## src/hw/rtl/opp_pkg.sv

```systemverilog
`timescale 1ns / 1ps

package opp_pkg;

    // Payload and register widths
    localparam int DATA_W  = 32;
    localparam int MODE_W  = 2;
    localparam int WIN_W   = 6;
    localparam int SPACE_W = 16;

    // Window step counter holds up to two full windows plus one
    localparam int STEP_W = WIN_W + 1;

    // Window sum covers up to two windows of full-scale values
    localparam int SUM_W  = DATA_W + STEP_W;

    // (centre - delta + 1) * count
    localparam int PROD_W = DATA_W + 1 + STEP_W;

    localparam int RING_DEPTH_DEF = 64;

    // Configuration port
    localparam int APB_AW = 5;
    localparam int APB_DW = 32;
    localparam int REG_IDX_W = APB_AW - 2;

    // Register indexes
    localparam logic [REG_IDX_W-1:0] REG_PICK_MODE   = 3'd0;
    localparam logic [REG_IDX_W-1:0] REG_PRE_MAX     = 3'd1;
    localparam logic [REG_IDX_W-1:0] REG_POST_MAX    = 3'd2;
    localparam logic [REG_IDX_W-1:0] REG_PRE_AVG     = 3'd3;
    localparam logic [REG_IDX_W-1:0] REG_POST_AVG    = 3'd4;
    localparam logic [REG_IDX_W-1:0] REG_DELTA       = 3'd5;
    localparam logic [REG_IDX_W-1:0] REG_MIN_SPACING = 3'd6;

    // Pick modes
    localparam logic [MODE_W-1:0] MODE_LOCAL_MAX = 2'd0;
    localparam logic [MODE_W-1:0] MODE_THRESHOLD = 2'd1;
    localparam logic [MODE_W-1:0] MODE_SPACING   = 2'd2;

    typedef struct packed {
        logic [MODE_W-1:0]  pick_mode;
        logic [WIN_W-1:0]   pre_max;
        logic [WIN_W-1:0]   post_max;
        logic [WIN_W-1:0]   pre_avg;
        logic [WIN_W-1:0]   post_avg;
        logic [DATA_W-1:0]  delta;
        logic [SPACE_W-1:0] min_spacing;
    } opp_cfg_t;

    localparam opp_cfg_t CFG_RESET = '{
        pick_mode:   MODE_SPACING,
        pre_max:     6'd3,
        post_max:    6'd3,
        pre_avg:     6'd10,
        post_avg:    6'd0,
        delta:       32'd0,
        min_spacing: 16'd0
    };

endpackage

```

## src/hw/rtl/opp_regs.sv

```systemverilog
`timescale 1ns / 1ps

module opp_regs
    import opp_pkg::*;
(
    input  logic              clk,
    input  logic              rst_n,
    input  logic              psel,
    input  logic              penable,
    input  logic              pwrite,
    input  logic [APB_AW-1:0] paddr,
    input  logic [APB_DW-1:0] pwdata,
    output logic [APB_DW-1:0] prdata,
    output logic              pready,
    output opp_cfg_t          cfg
);

    opp_cfg_t             cfg_reg;
    opp_cfg_t             cfg_next;
    logic                 wr_req;
    logic [REG_IDX_W-1:0] reg_idx;

    assign pready  = 1'b1;
    assign wr_req  = psel && penable && pwrite;
    assign reg_idx = paddr[APB_AW-1:2];

    // Decode the write request; unknown indexes drop
    always_comb
    begin
        cfg_next = cfg_reg;
        if (wr_req)
        begin
            unique case (reg_idx)
                REG_PICK_MODE:   cfg_next.pick_mode   = pwdata[MODE_W-1:0];
                REG_PRE_MAX:     cfg_next.pre_max     = pwdata[WIN_W-1:0];
                REG_POST_MAX:    cfg_next.post_max    = pwdata[WIN_W-1:0];
                REG_PRE_AVG:     cfg_next.pre_avg     = pwdata[WIN_W-1:0];
                REG_POST_AVG:    cfg_next.post_avg    = pwdata[WIN_W-1:0];
                REG_DELTA:       cfg_next.delta       = pwdata[DATA_W-1:0];
                REG_MIN_SPACING: cfg_next.min_spacing = pwdata[SPACE_W-1:0];
                default:         cfg_next = cfg_reg;
            endcase
        end
    end

    // Read back
    always_comb
    begin
        unique case (reg_idx)
            REG_PICK_MODE:   prdata = APB_DW'(cfg_reg.pick_mode);
            REG_PRE_MAX:     prdata = APB_DW'(cfg_reg.pre_max);
            REG_POST_MAX:    prdata = APB_DW'(cfg_reg.post_max);
            REG_PRE_AVG:     prdata = APB_DW'(cfg_reg.pre_avg);
            REG_POST_AVG:    prdata = APB_DW'(cfg_reg.post_avg);
            REG_DELTA:       prdata = APB_DW'(cfg_reg.delta);
            REG_MIN_SPACING: prdata = APB_DW'(cfg_reg.min_spacing);
            default:         prdata = '0;
        endcase
    end

    always_ff @(posedge clk or negedge rst_n)
    begin
        if (!rst_n)
        begin
            cfg_reg <= CFG_RESET;
        end
        else
        begin
            cfg_reg <= cfg_next;
        end
    end

    assign cfg = cfg_reg;

endmodule

```

## config.mk

```make
export PLATFORM = sky130hd
export DESIGN_NAME = opp_regs
export DESIGN_NICKNAME = d
export VERILOG_FILES = /design/src/hw/rtl/opp_pkg.sv /design/src/hw/rtl/opp_regs.sv
export SDC_FILE = /design/constraint.sdc
export NUM_CORES = 1
export LEC_CHECK = 0
export ABC_AREA = 1
export BUFFER_PORTS_ARGS = -buffer_cell sky130_fd_sc_hd__clkbuf_2
export CORE_ASPECT_RATIO = 1.4
export CORE_MARGIN = 2
export CORE_UTILIZATION = 43
export DETAILED_ROUTE_END_ITERATION = 8
export GPL_TIMING_DRIVEN = 0
export PLACE_DENSITY = 0.76
export SYNTH_ARGS = -nofsm -noshare
export SYNTH_HDL_FRONTEND = slang
export SYNTH_SLANG_ARGS = --single-unit
```

## constraint.sdc

```tcl
create_clock -name clk -period 0.99 [get_ports clk]
set_input_delay 0.1485 -clock clk [delete_from_list [all_inputs] [get_ports clk]]
set_output_delay 0.1485 -clock clk [all_outputs]
set_load 0.05 [all_outputs]
```

==> out/qor.txt <==
status: finished, violations left
violated checks: negative hold slack, negative setup slack
max FFs per register: 74
router iterations before antenna repair: 6
RR Startpoint: cfg[33]
syn nets: 484
worst slack, placed: -0.5756 ns
Die X: 81.07 um
clock sink count: 74
Final Critical Period: 1.848 ns
die area: 9072 um^2
FF+latch count, synth: 74
layout cells sized above 1: 62.26%
Slew Viols, Final: 0
first-pass GRT wire length: 23520 um
Power Dens Cells: 2216 nW/um^2
Max Cap Violations: 0
drt wl/cell: 24.67 um
setup ws final: -0.8579 ns
XOR/XNOR share of the synthesized area: 0%
Clock Pin Slew Worst Setup and Hold Paths: 0.06 ns
H-Tree Depth: 3
arrival time worst endpoint: 1.70 ns
via count: 4693
Post-Synthesis Cells: 442
gpl congestion: 0.9139
largest net degree at the start of global routing: 41
ant diodes: 0
TritonCTS clock tree: built
Placed Instances: 688
initial core utilization: 44.15%
most common cell after layout, fill and taps aside: nand2_1
later-pin clock latency in the skew report: 0.34 ns
Detail Placement HPWL: 8047 um
Req. time, crit path: 0.84 ns
Finished Cell Area: 7472 um^2
global route overflow: 0
Worst setup SP type: register
Fin. Hold Viols: 34
Vert. Die Dim: 111.9 um
most frequent cells in the layout: 114 x nand2_1, 95 x buf_8, 53 x dfrtp_2
TritonCTS Buffers: 9
Final Cycle Share: 186.7%
largest family of logic cells by synthesized area: simple AND/OR/NAND/NOR gates
Non-Filler Instances: 783
compound-gate portion of the synthesized area: 12.11%
initial antenna violation count: 0
Worst Setup Path Type: reg -> out
vias in the first global route: 4536
Max FO, Critical Path: 3
Worst IR Drop VDD: 1713 uV
power after layout: 16.56 mW
RSZ-0062 raised after global routing: true
total wire length: 19320 um
Layout Utilization: 92.25%
post-synthesis sequential area ratio: 52.03%
port bufs: 143
hold slack final: -0.1966 ns
Top-Level Pins: 149
Reg-to-Reg End: cfg[33]
Avg Cell Area, Syn: 8.090 um^2
row count: 39
mux cell area share after synthesis: 0%
Hold Path Class: in -> async
drt drc: 0
Final #Nets: 718
CTS Buffer Depth: 2
Lkg Pwr: 3.519 nW
Iter 0 DRT Violations: 648
P&R area growth vs syn: 109.0%
depth of the worst register-to-register path: 4
Setup crit end: prdata[1]
endpoints failing setup: 134
clk root buf: clkbuf_16
Max Fclk: 541.1 MHz
Sum Neg Setup Slack: -22.04 ns
max-slew headroom at the worst pin: 64.75%
GRT Overall Usage: 34.55%
clk_skew: 0 ns
CP startpoint: cfg[1]
Post-Synth Simple-Gate Area: 25.65%
Synth Area in Adders: 0%
mapped cell area: 3576 um^2
Netlist cell types: 21
number of routed nets with antenna violations: 0
reg-to-reg slack, setup: -0.10 ns
worst-margin pin slew: 0.5287 ns
Setup crit end kind: output pin
DR vias/cell: 5.994
DP Area: 4921 um^2
Warnings, synthesis: 0
core footprint: 8100 um^2
## routing by layer
layer	track usage, %	share of wire, %
met4	23.50	8.5
met2	59.34	51
met1	36.12	31
met5	0	0
met3	8.347	9.7
## layout make-up
class | instances | area (um^2)
inverters | 52 | 210.2
plain buffers | 25 | 312.8
well taps | 102 | 127.6
clock inverters | 2 | 35.03
repair buffers | 224 | 2843
clock buffers | 14 | 264.0
flip-flops and latches | 74 | 1927
fillers | 269 | 628.1
multi-input cells | 290 | 1753
## cell families after synthesis
family / after synthesis
other cells: 1
buf+inv: 78
simple gates: 205
compound gates: 84
flops: 74
## what timing repair did
item,4_1_cts,5_1_grt
cloned,5,3
endpoints found under the setup margin,130,172
buffers inserted,50,30
pin swaps,40,13
resized for setup,295,161
hold endpoints to repair,34,34
## power breakdown
part / internal [mW] / switching [mW] / leakage, nW
logic: 3.66 / 4.84 / 2.55
registers: 3.80 / 0.825 / 0.826
clock network: 2.09 / 1.34 / 0.147
total: 9.55 / 7.01 / 3.52
## worst min-delay path by stage
stage	start	endpoint	depth (start not counted)
floorplan	rst_n	cfg[0]	0
global placement	pwdata[21]	cfg[37]	3
detailed placement	rst_n	cfg[70]	1
CTS	rst_n	cfg[39]	1
global route	rst_n	cfg[44]	1
finish	rst_n	cfg[44]	1
## cells in the mapped netlist, drive strengths merged
cell type | count | share of area (%)
dfrtp | 67 | 47
nand4 | 20 | 3.5
nand3 | 20 | 2.8
dfstp | 7 | 5.1
nor2 | 35 | 5.3
o22ai | 10 | 1.7
conb | 1 | 0.10
clkbuf | 7 | 0.73
inv | 52 | 5.6
o21ai | 74 | 10
nand2 | 130 | 14
buf | 19 | 3.8
## critical path, cell delays in order (launching register included)
cell     delay [ns]
dfrtp_1        0.44
nand4_1        0.15
nand2_1        0.18
nor2_2         0.32
nand2_2        0.10
buf_8          0.16
(Power assumes the default switching activity.)
